## src/rtl/dsl2h_pkg.sv

```systemverilog
// Types, constants and mixing functions of the dual-seed lookup2 hash block.
package dsl2h_pkg;

	localparam logic [31:0] GOLDEN          = 32'h9e3779b9;
	localparam logic [31:0] SEED_HIGH_RESET = 32'd0;
	localparam logic [31:0] SEED_LOW_RESET  = 32'd102072;

	localparam int unsigned LANES       = 2;
	localparam int unsigned LANE_HIGH   = 0;
	localparam int unsigned LANE_LOW    = 1;
	localparam int unsigned BLOCK_BYTES = 12;
	localparam int unsigned FILL_W      = 4;
	localparam int unsigned MIX_STEPS   = 9;
	localparam int unsigned STEP_W      = 4;

	localparam int unsigned CFG_INDEX_W = 1;
	localparam logic [CFG_INDEX_W-1:0] REG_SEED_HIGH = 1'b0;
	localparam logic [CFG_INDEX_W-1:0] REG_SEED_LOW  = 1'b1;

	typedef struct packed {
		logic [31:0] a;
		logic [31:0] b;
		logic [31:0] c;
	} lane_t;

	typedef lane_t [LANES-1:0] lanes_t;

	// One unit of work for the mixing pipelines.
	typedef struct packed {
		logic                    blk;    // a full block is mixed
		logic                    fin;    // the message ends here
		logic                    prior;  // an earlier block of this message was mixed
		logic [LANES-1:0][31:0]  seed;   // seeds latched at the message start
		lane_t                   blkw;   // little-endian block words
		lane_t                   tail;   // tail words, low byte of c kept clear
		logic [31:0]             len;    // message length so far
	} job_t;

	function automatic lane_t lane_init(input logic [31:0] seed);
		lane_t r;
		r.a = GOLDEN;
		r.b = GOLDEN;
		r.c = seed;
		return r;
	endfunction

	// One line of the mix: one word takes two subtractions and a shifted xor.
	function automatic lane_t mix_line(input lane_t w, input logic [STEP_W-1:0] step);
		lane_t r;
		r = w;
		case (step)
			4'd0: r.a = (w.a - w.b - w.c) ^ (w.c >> 13);
			4'd1: r.b = (w.b - w.c - w.a) ^ (w.a << 8);
			4'd2: r.c = (w.c - w.a - w.b) ^ (w.b >> 13);
			4'd3: r.a = (w.a - w.b - w.c) ^ (w.c >> 12);
			4'd4: r.b = (w.b - w.c - w.a) ^ (w.a << 16);
			4'd5: r.c = (w.c - w.a - w.b) ^ (w.b >> 5);
			4'd6: r.a = (w.a - w.b - w.c) ^ (w.c >> 3);
			4'd7: r.b = (w.b - w.c - w.a) ^ (w.a << 10);
			4'd8: r.c = (w.c - w.a - w.b) ^ (w.b >> 15);
			default: r = w;
		endcase
		return r;
	endfunction

endpackage

```

## src/rtl/dsl2h_mix.sv

```systemverilog
// Nine-stage pipelined lookup2 mix for both lanes, one mix line per stage.
module dsl2h_mix (
	input  logic              clk,
	input  logic              arst_n,
	input  logic              en,
	input  logic              in_valid,
	input  dsl2h_pkg::lanes_t in_words,
	output logic              out_valid,
	output dsl2h_pkg::lanes_t out_words
);
	import dsl2h_pkg::*;

	logic [MIX_STEPS-1:0] vld_s;
	lanes_t               wrd_s [MIX_STEPS];
	lanes_t               src   [MIX_STEPS];
	lanes_t               nxt   [MIX_STEPS];

	always_comb begin
		src[0] = in_words;
		for (int i = 1; i < MIX_STEPS; i++) begin
			src[i] = wrd_s[i-1];
		end
		for (int i = 0; i < MIX_STEPS; i++) begin
			for (int l = 0; l < LANES; l++) begin
				nxt[i][l] = mix_line(src[i][l], STEP_W'(i));
			end
		end
	end

	always_ff @(posedge clk or negedge arst_n) begin
		if (!arst_n) begin
			vld_s <= '0;
		end else if (en) begin
			vld_s <= {vld_s[MIX_STEPS-2:0], in_valid};
		end
	end

	always_ff @(posedge clk) begin
		if (en) begin
			for (int i = 0; i < MIX_STEPS; i++) begin
				wrd_s[i] <= nxt[i];
			end
		end
	end

	assign out_valid = vld_s[MIX_STEPS-1];
	assign out_words = wrd_s[MIX_STEPS-1];

endmodule

```

## config.mk

```make
export PLATFORM = sky130hd
export DESIGN_NAME = dsl2h_mix
export DESIGN_NICKNAME = d
export VERILOG_FILES = /design/src/rtl/dsl2h_pkg.sv /design/src/rtl/dsl2h_mix.sv
export SDC_FILE = /design/constraint.sdc
export NUM_CORES = 2
export LEC_CHECK = 0
export ABC_CLOCK_PERIOD_IN_PS = 10300
export CAP_MARGIN = 40
export CORE_UTILIZATION = 70
export CTS_CLUSTER_DIAMETER = 200
export DETAILED_ROUTE_END_ITERATION = 10
export DONT_BUFFER_PORTS = 1
export HOLD_SLACK_MARGIN = 0.08
export MAX_ROUTING_LAYER = met4
export PLACE_DENSITY_LB_ADDON = 0.3
export SLEW_MARGIN = 10
export SYNTH_ARGS = -nofsm -noshare
export SYNTH_HDL_FRONTEND = slang
export SYNTH_SLANG_ARGS = --single-unit
```

## constraint.sdc

```tcl
create_clock -name clk -period 10.3 [get_ports clk]
set_input_delay 2.06 -clock clk [delete_from_list [all_inputs] [get_ports clk]]
set_output_delay 2.06 -clock clk [all_outputs]
set_load 0.05 [all_outputs]
```

==> results_dict.tcl <==
set metrics [dict create \
    outcome "completed" \
    async_reset_ff_share_pct 0.518 \
    grt_pass1_vias 56400 \
    syn-num-nets 8740 \
    cap_viol_max_count 0 \
    critPathLaunchType "input port" \
    dp_cells 9175 \
    rsz0062_at_grt "false" \
    setup_viol 0 \
    synth_edf_count 1728 \
    synth_compound_area_share_pct 9.08 \
    min_path_type "flop to flop" \
    multi_input_area_mm2 0.0402 \
    synth_top_family_by_area "adder cells" \
    fp.dieW_um 374 \
    finClkSkew_ps 18.8 \
    ys_types 76 \
    cts_root_buf "clkbuf_16" \
    worstMarginPinSlew_ps 1020 \
    synth_area_mm2 0.0971 \
    routed_wirelength_mm 193 \
    cp.required_ps 10850 \
    fill_cells 8310 \
    cts_made_buffers 176 \
    critPathCaptureType "flop" \
    yosysMostFrequentCell "edfxtp_1" \
    ant_nets 0 \
    instances_no_fill 9501 \
    finalSetupTns_ps 0 \
    ctsHoldBuffers 0 \
    drt_first_pass_iters 6 \
    rows 136 \
    antenna_found_initial 0 \
    clockBufferDepth 3 \
    portBuffers 0 \
    critPathMaxStageDelay_ps 610 \
    critPathMaxFanout 5 \
    hold_viol 0 \
    synth.avg_cell_area_um2 13.1 \
    maxSlewHeadroom_pct 31.9 \
    drive_gt1_share_pct 4.39 \
    start_util_pct 70.6 \
    yosys.area.top_type "edfxtp_1" \
    cts_resized 0 \
    finalCritPeriodShare_pct 49.0 \
    synth_xor_area_share_pct 8.94 \
    arrival_ps 5590 \
    syn-instance-count 7404 \
    via_per_inst 5.81 \
    post-route-util_pct 76.7 \
    die_h_um 374 \
    place_area_mm2 0.0995 \
    nets 8897 \
    yosys.area_share.simple_pct 4.32 \
    drc 0 \
    insertion_delay_ps 800 \
    clock_sinks 1737 \
    post-dp-hpwl_mm 148 \
    synth_adder_area_share_pct 18.9 \
    yosysSeqAreaShare_pct 53.7 \
    diodes 0 \
    syn_to_final_growth_pct 8.59 \
    cts_setup_buffers 0 \
    slew_viol_final 0 \
    final_cell_area_mm2 0.105 \
    htreeDepth 4 \
    grt_first_pass_wirelength_mm 303 \
    ys_seq_elements 1737 \
    synth_mux_area_share_pct 0.126 \
    fmax_mhz 198 \
    wl_per_cell_um 20.3 \
    synth_common_cells "edfxtp_1 (1728), inv_1 (1244), xnor2_1 (727)" \
    place_congestion 0.959 \
    grt_overflow_total 0 \
    worst_path_max_delay_cell "nor4_1" \
    tritoncts "yes" \
    design.core.area_mm2 0.137 \
    grt_max_degree 186 \
    io_pins 389 \
    ys.flop_type "edfxtp_1" \
    netlist.area_leader.share_pct 53.4 \
    drt_iter0_drc 4069 \
    cp_cell_sequence "inv_1 > fa_1 > ha_1 > and4_1 > o211a_1 > a21oi_1 > nor4_1 > o32ai_1 > o21ai_0 > o21a_1 > o21a_1 > nor2_1 > xnor2_1" \
    grt_usage_pct 28.7 \
    clk_pin_slew_ps 60 \
    synthTopCellsByArea "edfxtp_1 (53%), fa_1 (11%), ha_1 (7.7%)" \
    seqCellArea_mm2 0.0521 \
    path_class "input port to flop" \
    fin_crit_ps 5040 \
    die_area_mm2 0.140 \
    ys_warn_count 0 \
    cp_common_cell "o21a_1" \
    vias 55200 \
]
through the flow:
stage	worst slack (ps)	hold slack, ps
2_1_floorplan	5120	426
3_3_place_gp	4590	430
3_5_place_dp	4590	434
4_1_cts	5440	447
5_1_grt	5060	460
6_report	5260	448
cells by family after synthesis:
| group | count (synthesis) |
|---|---|
| AO/OA/AOI/OAI | 1385 |
| flip-flops | 1737 |
| adder cells (fa/ha/maj) | 1140 |
| AND/OR/NAND/NOR | 855 |
| buffers and inverters | 1285 |
| XOR/XNOR | 991 |
| multiplexers | 11 |
routing by layer:
metal | up-vias | part of all wire [%] | GRT usage, %
li1 | 26100 | - | -
met5 | - | 0 | -
met2 | 1955 | 46 | 44.2
met1 | 26700 | 45 | 39.8
met3 | 425 | 5.7 | 3.93
met4 | 0 | 3.5 | 9.60
cell usage in the layout (no fill, tap or decap), types with 45 or more instances in the layout:
cell,Yosys,layout
inv_1,1244,1244
xnor2_1,727,727
a31oi_1,48,48
nor3_1,47,47
nand2_1,231,231
nor2_1,190,190
clkbuf_16,0,180
a21o_1,305,305
o21a_1,60,60
ha_1,594,594
edfxtp_1,1728,1728
nand2b_1,61,61
nor2b_1,55,55
fa_1,546,546
o21bai_1,45,45
a21oi_1,460,460
nand3_1,95,95
o21ai_0,229,229
xor2_1,264,264
nand4_1,47,47
path summary, 6_finish.rpt:
kind | start | end | slack (ps) | cells after the start
worst max register to register | wrd_s[0][192] | wrd_s[0][415] | 5880 | 12
worst min-delay path | wrd_s[0][946] | wrd_s[0][1138] | 450 | 0
max in group asynchronous | arst_n | vld_s[7] | 9280 | 0
worst min register to register | wrd_s[0][946] | wrd_s[0][1138] | 450 | 0
worst max-delay path | in_words[103] | wrd_s[0][186] | 5260 | 13
min in group asynchronous | arst_n | vld_s[2] | 960 | 0
registers in the layout, indices dropped and copies added (netlist names):
signal,count
wrd_s,1728
vld_s,9
critical path, delay by kind of cell:
family,cells,cell delay (ps)
XOR/XNOR,1,130
AND/OR/NAND/NOR,3,940
AO/OA/AOI/OAI,6,1550
buffers and inverters,1,30
adder cells (fa/ha/maj),2,870
area by class of cell:
class	count	share of cell area, %
Clock buffer	199	4.34
Clock inverter	125	1.29
Inverter	1244	4.43
Multi-Input combinational cell	4382	38.1
Sequential cell	1737	49.4
Tap cell	1794	2.13
Timing Repair Buffer	20	0.294
Power is not shown: default switching activity piles up to over one toggle a cycle in this logic, so the estimate is an artifact.
