<file path="src/rtl/dsl2h_pkg.sv">
// Types, constants and mixing functions of the dual-seed lookup2 hash block.
package dsl2h_pkg;

	localparam logic [31:0] GOLDEN          = 32'h9e3779b9;
	localparam logic [31:0] SEED_HIGH_RESET = 32'd0;
	localparam logic [31:0] SEED_LOW_RESET  = 32'd102072;

	localparam int unsigned LANES       = 2;
	localparam int unsigned LANE_HIGH   = 0;
	localparam int unsigned LANE_LOW    = 1;
	localparam int unsigned BLOCK_BYTES = 12;
	localparam int unsigned FILL_W      = 4;
	localparam int unsigned MIX_STEPS   = 9;
	localparam int unsigned STEP_W      = 4;

	localparam int unsigned CFG_INDEX_W = 1;
	localparam logic [CFG_INDEX_W-1:0] REG_SEED_HIGH = 1'b0;
	localparam logic [CFG_INDEX_W-1:0] REG_SEED_LOW  = 1'b1;

	typedef struct packed {
		logic [31:0] a;
		logic [31:0] b;
		logic [31:0] c;
	} lane_t;

	typedef lane_t [LANES-1:0] lanes_t;

	// One unit of work for the mixing pipelines.
	typedef struct packed {
		logic                    blk;    // a full block is mixed
		logic                    fin;    // the message ends here
		logic                    prior;  // an earlier block of this message was mixed
		logic [LANES-1:0][31:0]  seed;   // seeds latched at the message start
		lane_t                   blkw;   // little-endian block words
		lane_t                   tail;   // tail words, low byte of c kept clear
		logic [31:0]             len;    // message length so far
	} job_t;

	function automatic lane_t lane_init(input logic [31:0] seed);
		lane_t r;
		r.a = GOLDEN;
		r.b = GOLDEN;
		r.c = seed;
		return r;
	endfunction

	// One line of the mix: one word takes two subtractions and a shifted xor.
	function automatic lane_t mix_line(input lane_t w, input logic [STEP_W-1:0] step);
		lane_t r;
		r = w;
		case (step)
			4'd0: r.a = (w.a - w.b - w.c) ^ (w.c >> 13);
			4'd1: r.b = (w.b - w.c - w.a) ^ (w.a << 8);
			4'd2: r.c = (w.c - w.a - w.b) ^ (w.b >> 13);
			4'd3: r.a = (w.a - w.b - w.c) ^ (w.c >> 12);
			4'd4: r.b = (w.b - w.c - w.a) ^ (w.a << 16);
			4'd5: r.c = (w.c - w.a - w.b) ^ (w.b >> 5);
			4'd6: r.a = (w.a - w.b - w.c) ^ (w.c >> 3);
			4'd7: r.b = (w.b - w.c - w.a) ^ (w.a << 10);
			4'd8: r.c = (w.c - w.a - w.b) ^ (w.b >> 15);
			default: r = w;
		endcase
		return r;
	endfunction

endpackage

</file>
<file path="src/rtl/dsl2h_front.sv">
// Seed registers, byte gathering and job issue of the lookup2 hash block.
module dsl2h_front (
	input  logic                               clk,
	input  logic                               arst_n,
	input  logic                               cfg_write,
	input  logic [dsl2h_pkg::CFG_INDEX_W-1:0]  cfg_index,
	input  logic [31:0]                        cfg_data,
	input  logic                               take,
	input  logic                               en,
	input  logic [7:0]                         data_byte,
	input  logic                               has_byte,
	input  logic                               last,
	output logic                               job_vld_s1,
	output dsl2h_pkg::job_t                    job_s1
);
	import dsl2h_pkg::*;

	logic [31:0]                       seed_high_q;
	logic [31:0]                       seed_low_q;
	logic                              busy_q;
	logic [FILL_W-1:0]                 fill_q;
	logic [31:0]                       len_q;
	logic                              had_q;
	logic [LANES-1:0][31:0]            seed_q;
	logic [BLOCK_BYTES-1:0][7:0]       bytes_q;

	logic                              act;
	logic                              start;
	logic                              blk;
	logic [FILL_W-1:0]                 cur_fill;
	logic [FILL_W-1:0]                 fill_nx;
	logic [31:0]                       cur_len;
	logic [31:0]                       len_nx;
	logic                              cur_prior;
	logic [LANES-1:0][31:0]            cur_seed;
	logic [BLOCK_BYTES-1:0][7:0]       cur_bytes;
	logic [BLOCK_BYTES-1:0][7:0]       wr_bytes;
	logic [BLOCK_BYTES-1:0][7:0]       nx_bytes;
	job_t                              job;
	logic                              job_vld;

	always_ff @(posedge clk or negedge arst_n) begin
		if (!arst_n) begin
			seed_high_q <= SEED_HIGH_RESET;
			seed_low_q  <= SEED_LOW_RESET;
		end else if (cfg_write) begin
			case (cfg_index)
				REG_SEED_HIGH: seed_high_q <= cfg_data;
				REG_SEED_LOW:  seed_low_q  <= cfg_data;
				default: ;
			endcase
		end
	end

	always_comb begin
		act       = take && (has_byte || last);
		start     = !busy_q;
		cur_fill  = start ? '0 : fill_q;
		cur_len   = start ? '0 : len_q;
		cur_prior = start ? 1'b0 : had_q;
		cur_seed[LANE_HIGH] = start ? seed_high_q : seed_q[LANE_HIGH];
		cur_seed[LANE_LOW]  = start ? seed_low_q  : seed_q[LANE_LOW];
		cur_bytes = start ? '0 : bytes_q;
		for (int k = 0; k < BLOCK_BYTES; k++) begin
			wr_bytes[k] = (has_byte && cur_fill == FILL_W'(k)) ? data_byte : cur_bytes[k];
		end
		blk      = has_byte && (cur_fill == FILL_W'(BLOCK_BYTES - 1));
		fill_nx  = blk ? '0 : (has_byte ? cur_fill + 1'b1 : cur_fill);
		len_nx   = has_byte ? cur_len + 32'd1 : cur_len;
		nx_bytes = blk ? '0 : wr_bytes;

		job.blk    = blk;
		job.fin    = last;
		job.prior  = cur_prior;
		job.seed   = cur_seed;
		job.blkw.a = {wr_bytes[3], wr_bytes[2], wr_bytes[1], wr_bytes[0]};
		job.blkw.b = {wr_bytes[7], wr_bytes[6], wr_bytes[5], wr_bytes[4]};
		job.blkw.c = {wr_bytes[11], wr_bytes[10], wr_bytes[9], wr_bytes[8]};
		job.tail.a = {nx_bytes[3], nx_bytes[2], nx_bytes[1], nx_bytes[0]};
		job.tail.b = {nx_bytes[7], nx_bytes[6], nx_bytes[5], nx_bytes[4]};
		job.tail.c = {nx_bytes[10], nx_bytes[9], nx_bytes[8], 8'h00};
		job.len    = len_nx;
		job_vld    = act && (blk || last);
	end

	always_ff @(posedge clk or negedge arst_n) begin
		if (!arst_n) begin
			busy_q <= 1'b0;
			fill_q <= '0;
			len_q  <= '0;
			had_q  <= 1'b0;
		end else if (act) begin
			busy_q <= !last;
			fill_q <= fill_nx;
			len_q  <= len_nx;
			had_q  <= cur_prior || blk;
		end
	end

	always_ff @(posedge clk) begin
		if (act) begin
			seed_q  <= cur_seed;
			bytes_q <= nx_bytes;
		end
	end

	always_ff @(posedge clk or negedge arst_n) begin
		if (!arst_n) begin
			job_vld_s1 <= 1'b0;
		end else if (en) begin
			job_vld_s1 <= job_vld;
		end
	end

	always_ff @(posedge clk) begin
		if (en) begin
			job_s1 <= job;
		end
	end

endmodule

</file>
<file path="config.mk">
export PLATFORM = sky130hd
export DESIGN_NAME = dsl2h_front
export DESIGN_NICKNAME = d
export VERILOG_FILES = /design/src/rtl/dsl2h_pkg.sv /design/src/rtl/dsl2h_front.sv
export SDC_FILE = /design/constraint.sdc
export NUM_CORES = 1
export LEC_CHECK = 0
export BUFFER_PORTS_ARGS = -buffer_cell sky130_fd_sc_hd__buf_4
export CAP_MARGIN = 20
export CORE_MARGIN = 4
export CORE_UTILIZATION = 50
export DETAILED_ROUTE_END_ITERATION = 7
export PLACE_DENSITY = 0.72
export SYNTH_ARGS = -nofsm -noshare
export SYNTH_HDL_FRONTEND = slang
export SYNTH_SLANG_ARGS = --single-unit
</file>
<file path="constraint.sdc">
create_clock -name clk -period 3.9 [get_ports clk]
set_input_delay 0.39 -clock clk [delete_from_list [all_inputs] [get_ports clk]]
set_output_delay 0.39 -clock clk [all_outputs]
set_load 0.005 [all_outputs]
</file>
==> impl_metrics.json, run 1 <==
{
  "cts_buffer_depth": 3,
  "gp_congestion": 0.864,
  "finalWirelength_um": 50900,
  "postRouteAntennaNets": 0,
  "seqPwrFrac": 0.537,
  "total_power_mw": 13.8,
  "slew_violations": 0,
  "cts_sinks": 546,
  "ys_ff_latch": 546,
  "area_delta_synth_final_pct": 21.9,
  "critPathRequiredTime_ns": 4.40,
  "max_freq_mhz": 323,
  "syn-cell-area_um2": 21300,
  "async_flop_share": 0.189,
  "drive_gt1_frac": 0.312,
  "ys.flop_type": "edfxtp_1",
  "fp-row-count": 75,
  "dp_hpwl_um": 33100,
  "postCtsResizedCells": 0,
  "grt_pass1_vias": 13100,
  "drt-wirelength-per-cell_um": 21.7,
  "die_area_um2": 45900,
  "grt-busiest-layer": "met2",
  "multi_input_area_um2": 4980,
  "worst-r2r-cell-count": 4,
  "peakVddDrop_mv": 0.454,
  "critPathLaunch": "busy_q",
  "met1_usage": 0.287,
  "crit_type": "flip-flop to flip-flop",
  "core_um2": 42000,
  "nets": 1818,
  "synth_area_per_cell_um2": 14.7,
  "hold_viol": 0,
  "relSlewSlack": 0.282,
  "ios": 340,
  "seq_area_um2": 15900,
  "cts_tree": "built",
  "worstReg2RegStart": "busy_q",
  "cts_root_buf": "clkbuf_16",
  "h-tree-depth": 2,
  "worst_hold_path_type": "input port to flip-flop",
  "clkSlewWorstSetupHoldPaths_ns": 0.06,
  "tightest_slew_ns": 1.07,
  "yosysSeqAreaShare": 0.747,
  "synth-edff-count": 443,
  "grt_use_total": 0.217,
  "drtIter0Drc": 1023,
  "r2r_end": "len_q[28]",
  "rrSetupSlack_ns": 0.80,
  "grt_util_met3": 0.0735,
  "worstSkewPairLatency_ns": 0.59,
  "swShare": 0.232,
  "min_period_ns": 3.10,
  "fin_worst_skew_ns": 0.0136,
  "synth_cells": 1447,
  "cellPowerDensity_nw_per_um2": 530,
  "cts-buffers-inserted": 53,
  "synth_cell_types": 48,
  "viasPerCell": 5.59,
  "place.port_buffers": 331,
  "drt-pass1-iter-count": 6,
  "tns_ns": 0,
  "status": "completed",
  "grt_pass1_wl_um": 78000,
  "vias": 13100,
  "overflow": 0,
  "fin_cells": 2345,
  "p_leak_nw": 10.3,
  "crit_fanout": 73,
  "die_width_um": 214,
  "worst_ep_arrival_time_ns": 3.60,
  "drcViolationCount": 0,
  "die_y_um": 214,
  "critPathLaunchType": "flip-flop",
  "intPower_mw": 10.6,
  "period_share": 0.794,
  "insertedDiodeCount": 0,
  "globalRouteMet2Util": 0.340,
  "start_util": 0.506,
  "combPwrFrac": 0.114,
  "setup.worst_path.end": "len_q[28]",
  "num-fill-cells": 3212,
  "end_kind": "flip-flop",
  "numPlacedInstances": 2246,
  "power.switching_mw": 3.19,
  "antenna_found_initial": 0,
  "synth-warning-count": 0,
  "setup_violations": 0,
  "cap_violations": 0,
  "rsz0062_at_grt": "false",
  "clkPwrFrac": 0.349,
  "grt_max_degree": 98
}
[Yosys cell counts (all sizes together), types with 17 or more instances]
cell	number	area [µm²]
nand2	198	743
nand3	115	576
a21oi	62	310
edfxtp	443	13300
mux2	128	1440
o21ai	53	265
and2	41	257
nand4	17	121
dfrtp	94	2350
clkbuf	66	248
nor2	37	139
buf	27	143
[per-layer routing]
| metal | vias up | part of all wire |
|---|---|---|
| met5 | - | 0 |
| met1 | 6490 | 0.40 |
| met2 | 564 | 0.47 |
| li1 | 5956 | - |
| met3 | 90 | 0.10 |
| met4 | 0 | 0.030 |
[stage by stage]
step,area [µm²],hold WS [ns],util,worst slack [ns]
final,25900,0.0455,0.617,0.803
after global routing,25900,0.0241,0.617,0.540
after CTS,25900,0.00830,0.617,0.788
after detailed placement,24300,0.492,0.578,0.794
after global placement,24300,0.485,0.578,0.849
after floorplan,21300,0.0944,-,0.261
[worst min path at each step]
stage,from,to,slack [ns],depth (start not counted)
3_5_place_dp,seed_low_q[18],seed_low_q[18],0.49,1
2_1_floorplan,arst_n,busy_q,0.09,0
3_3_place_gp,seed_low_q[0],seed_low_q[0],0.48,1
4_1_cts,cfg_data[10],seed_high_q[10],0.008,2
6_report,cfg_data[31],seed_low_q[31],0.05,2
5_1_grt,cfg_data[3],seed_high_q[3],0.02,2
[cell type report]
type	instances	share of cell area
clock buffer	78	0.0570
clock inverter	18	0.00530
inverter	18	0.00289
multi-input combinational	797	0.192
sequential	546	0.613
tap	539	0.0260
timing repair buffer	349	0.104
[power by group through the flow]
stage,sequential [mW],combinational (mW),clock [mW]
4_1_cts,7.38,1.59,4.92
6_report,7.38,1.57,4.81
3_3_place_gp,7.48,1.54,0
5_1_grt,7.44,1.73,5.18
2_1_floorplan,7.42,0.740,0
3_5_place_dp,7.50,1.59,0
[logic make-up (layout without fill, tap and decap cells)]
kind of cell    after synthesis  count (layout)  share of synthesized area
flops                       546             546                      0.747
simple gates                475             475                      0.107
compound gates              146             146                     0.0386
mux                         136             136                     0.0715
buf+inv                     111             463                     0.0215
xor+xnor                     27              27                     0.0111
fa+ha+maj                     5               5                    0.00294
other cells                   1               8                   0.000176
[worst max-delay path, stage by stage (launching register included)]
cell,delay [ns]
dfrtp_4,0.64
buf_4,0.70
clkinv_1,0.78
or4_1,0.70
o211ai_1,0.16
[sequential cells by signal, indices dropped and copies added (netlist names)]
name,flops
busy_q,1
bytes_q,96
fill_q,4
had_q,1
job_s1,283
job_vld_s1,1
len_q,32
seed_high_q,32
seed_low_q,32
seed_q,64
[what timing repair did]
action	4_1_cts	5_1_grt
hold buffers	2	0
hold endpoints to repair	65	0
setup buffers	0	0
[cell usage in the layout (no fill, tap or decap), types with 3 or more instances in the layout]
cell type | netlist | final
nor4_1 | 13 | 13
or4_1 | 9 | 9
o211ai_1 | 8 | 8
xor2_1 | 12 | 12
mux2i_1 | 8 | 8
conb_1 | 1 | 8
buf_4 | 8 | 339
edfxtp_1 | 443 | 443
xnor2_1 | 15 | 15
buf_12 | 0 | 6
nor2_1 | 37 | 37
ha_1 | 5 | 5
a21oi_1 | 62 | 62
o21ai_0 | 52 | 52
and3_1 | 13 | 13
inv_1 | 15 | 15
mux2_2 | 128 | 128
clkbuf_16 | 0 | 53
nor3_1 | 6 | 6
a21o_1 | 8 | 8
and2_1 | 41 | 41
nand2b_1 | 3 | 3
a41oi_1 | 3 | 3
or3_1 | 6 | 6
a211o_1 | 4 | 4
clkinv_2 | 0 | 6
nor3b_1 | 3 | 3
o31ai_1 | 3 | 3
clkbuf_8 | 0 | 6
nand3_1 | 115 | 115
dfrtp_1 | 94 | 93
nand4_1 | 16 | 16
and4_1 | 4 | 4
clkbuf_1 | 66 | 19
nand4b_1 | 4 | 4
nand2_1 | 198 | 197
dfstp_2 | 9 | 9
clkinv_1 | 2 | 9
(Power assumes the default switching activity.)
==> run 2: changes to the inputs <==
Settings changed: PLACE_DENSITY 0.72 to 0.75.
Clock period 3.9 ns to 2.77 ns, I/O delays scaled along.
==> run 2 against run 1 <==
Against the previous run: clock power up 47%; sequential share of layout area fell by 1.5 points; routed wire length rose by 3.4%; hold slack got worse by 0.0066 ns; combinational power is 49% higher; clock skew rose by 0.0062 ns; critical path type unchanged; critical endpoint is now len_q[26]; highest routed layer unchanged.
==> impl_metrics.json, run 2 (same netlist as run 1, synthesis figures left out) <==
{
  "globalRouteMet2Util": 0.362,
  "critPathRequiredTime_ns": 3.28,
  "setup.worst_path.end": "len_q[26]",
  "holdPathStages": 3,
  "min_period_ns": 2.64,
  "critPathLaunch": "busy_q",
  "gp_congestion": 0.887,
  "fin_worst_skew_ns": 0.0198,
  "grt_max_degree": 115,
  "die_width_um": 214,
  "vias": 13400,
  "slew_violations": 0,
  "viasPerCell": 5.56,
  "dp_hpwl_um": 33600,
  "final_cell_mix": "edfxtp_1, buf_4, nand2_1, mux2_2, nand3_1",
  "postLayoutCoreUtil": 0.632,
  "place.port_buffers": 331,
  "insertedDiodeCount": 0,
  "worstReg2RegStart": "busy_q",
  "final_common_cell": "edfxtp_1",
  "dp_slack_ns": -0.00396,
  "cellPowerDensity_nw_per_um2": 745,
  "postRouteAntennaNets": 0,
  "crit_fanout": 8,
  "cap_violations": 0,
  "cp_slowest_cell": "or4_4",
  "rsz0062_at_grt": "false",
  "cp_num_cells": 8,
  "start_util": 0.506,
  "met1_usage": 0.275,
  "fp-row-count": 75,
  "cts_root_buf": "clkbuf_16",
  "cts-buffers-inserted": 53,
  "overflow": 0,
  "worst_hold_path_type": "input port to flip-flop",
  "cts_buffer_depth": 3,
  "top_regs": "job_s1 x283, bytes_q x96, seed_q x64",
  "relSlewSlack": 0.359,
  "end_kind": "flip-flop",
  "peakVddDrop_mv": 0.542,
  "r2r_end": "len_q[26]",
  "crit_type": "flip-flop to flip-flop",
  "holdCritStartpoint": "take",
  "critPathLaunchType": "flip-flop",
  "grt_pass1_vias": 13500,
  "worstSkewPairLatency_ns": 0.60,
  "drive_gt1_frac": 0.317,
  "nets": 1870,
  "die_y_um": 214,
  "drt-pass1-iter-count": 7,
  "cts_setup_buffers": 0,
  "ios": 340,
  "grt_util_met3": 0.0774,
  "area_delta_synth_final_pct": 24.9,
  "finalWirelength_um": 52600,
  "h-tree-depth": 2,
  "drtIter0Drc": 1050,
  "setup_slack_ns": 0.129,
  "drt-wirelength-per-cell_um": 21.9,
  "critPathMaxStageDelay_ns": 0.58,
  "grt_use_total": 0.221,
  "antenna_found_initial": 0,
  "cp_top_family": "simple AND/OR/NAND/NOR gates",
  "drcViolationCount": 0,
  "status": "completed",
  "largest_reg_flops": 283,
  "clkSlewWorstSetupHoldPaths_ns": 0.06,
  "cts_tree": "built",
  "period_share": 0.953,
  "hold_viol": 0,
  "top_register": "job_s1",
  "max_freq_mhz": 379,
  "crit_buf_inv": 1,
  "worst-r2r-cell-count": 8,
  "core_um2": 42000,
  "cts_sinks": 546,
  "tightest_slew_ns": 0.962,
  "grt-busiest-layer": "met2",
  "worst_ep_arrival_time_ns": 3.15,
  "die_area_um2": 45900,
  "grt_pass1_wl_um": 79900,
  "setup_violations": 0,
  "crit_chain": "nand2_1 -> inv_1 -> ha_1 -> nand4_1 -> or4_4 -> or3_4 -> or3_1 -> a21oi_1",
  "p_leak_nw": 10.6,
  "rrSetupSlack_ns": 0.13
}
## run 2: cell count changes in the layout (fill, tap and decap cells not counted), sizes merged
cell	before	now
dlygate4sd3	2	35
inv	19	18
clkbuf	79	81
clkinvlp	0	1
buf	346	365
bufinv	2	3
## run 2: layer usage
layer  wire (µm)  share of wire
met1       19900           0.38
met2       25600           0.49
met3        5100          0.097
met4        2020          0.038
met5           0              0
## run 2: worst min path at each step
stage	end
final	fill_q[1]
after global routing	fill_q[1]
after detailed placement	seed_low_q[12]
after global placement	seed_low_q[14]
after floorplan	busy_q
after CTS	fill_q[1]
## run 2: final cells by class
| class | count | area, µm² |
|---|---|---|
| clock buffers | 80 | 1530 |
| well taps | 539 | 674 |
| clock inverters | 19 | 191 |
| repair buffers | 401 | 3240 |
| multi-input cells | 797 | 4990 |
| flip-flops and latches | 546 | 15900 |
| inverters | 18 | 72.6 |
| fillers | 3042 | 15500 |
## run 2: timing repair
action | CTS | global route
hold buffers | 35 | 0
endpoints found under the hold margin | 95 | 0
resized for setup | 2 | 2
pin swaps | 0 | 1
setup endpoints to repair | 64 | 130
cloned | 0 | 1
## run 2: where the power goes
part           switching (mW)  leakage, nW  internal (mW)
Sequential              0.409         5.68           9.97
Clock                    2.99        0.840           4.10
Combinational            1.22         4.08           1.12
Total                    4.62         10.6           15.2
## run 2: per-stage QoR
step	instance area, µm²	total power, mW	instances	setup TNS [ns]	hold slack, ns
final	26600	19.8	2400	0	0.0389
after CTS	26600	19.9	2399	0	0.00781
after global routing	26600	20.6	2400	0	0.0249
after floorplan	21400	11.5	1454	0	-0.0186
after detailed placement	24500	12.8	2265	-0.00784	0.282
after global placement	24500	12.7	2265	0	0.275
## run 2: tightest hold or removal path: cells and delay by family
kind / cells / cell delay, ns
buffers and inverters: 1 / 0.15
and+or+nand+nor: 1 / 0.09
AOI/OAI and AO/OA: 1 / 0.07
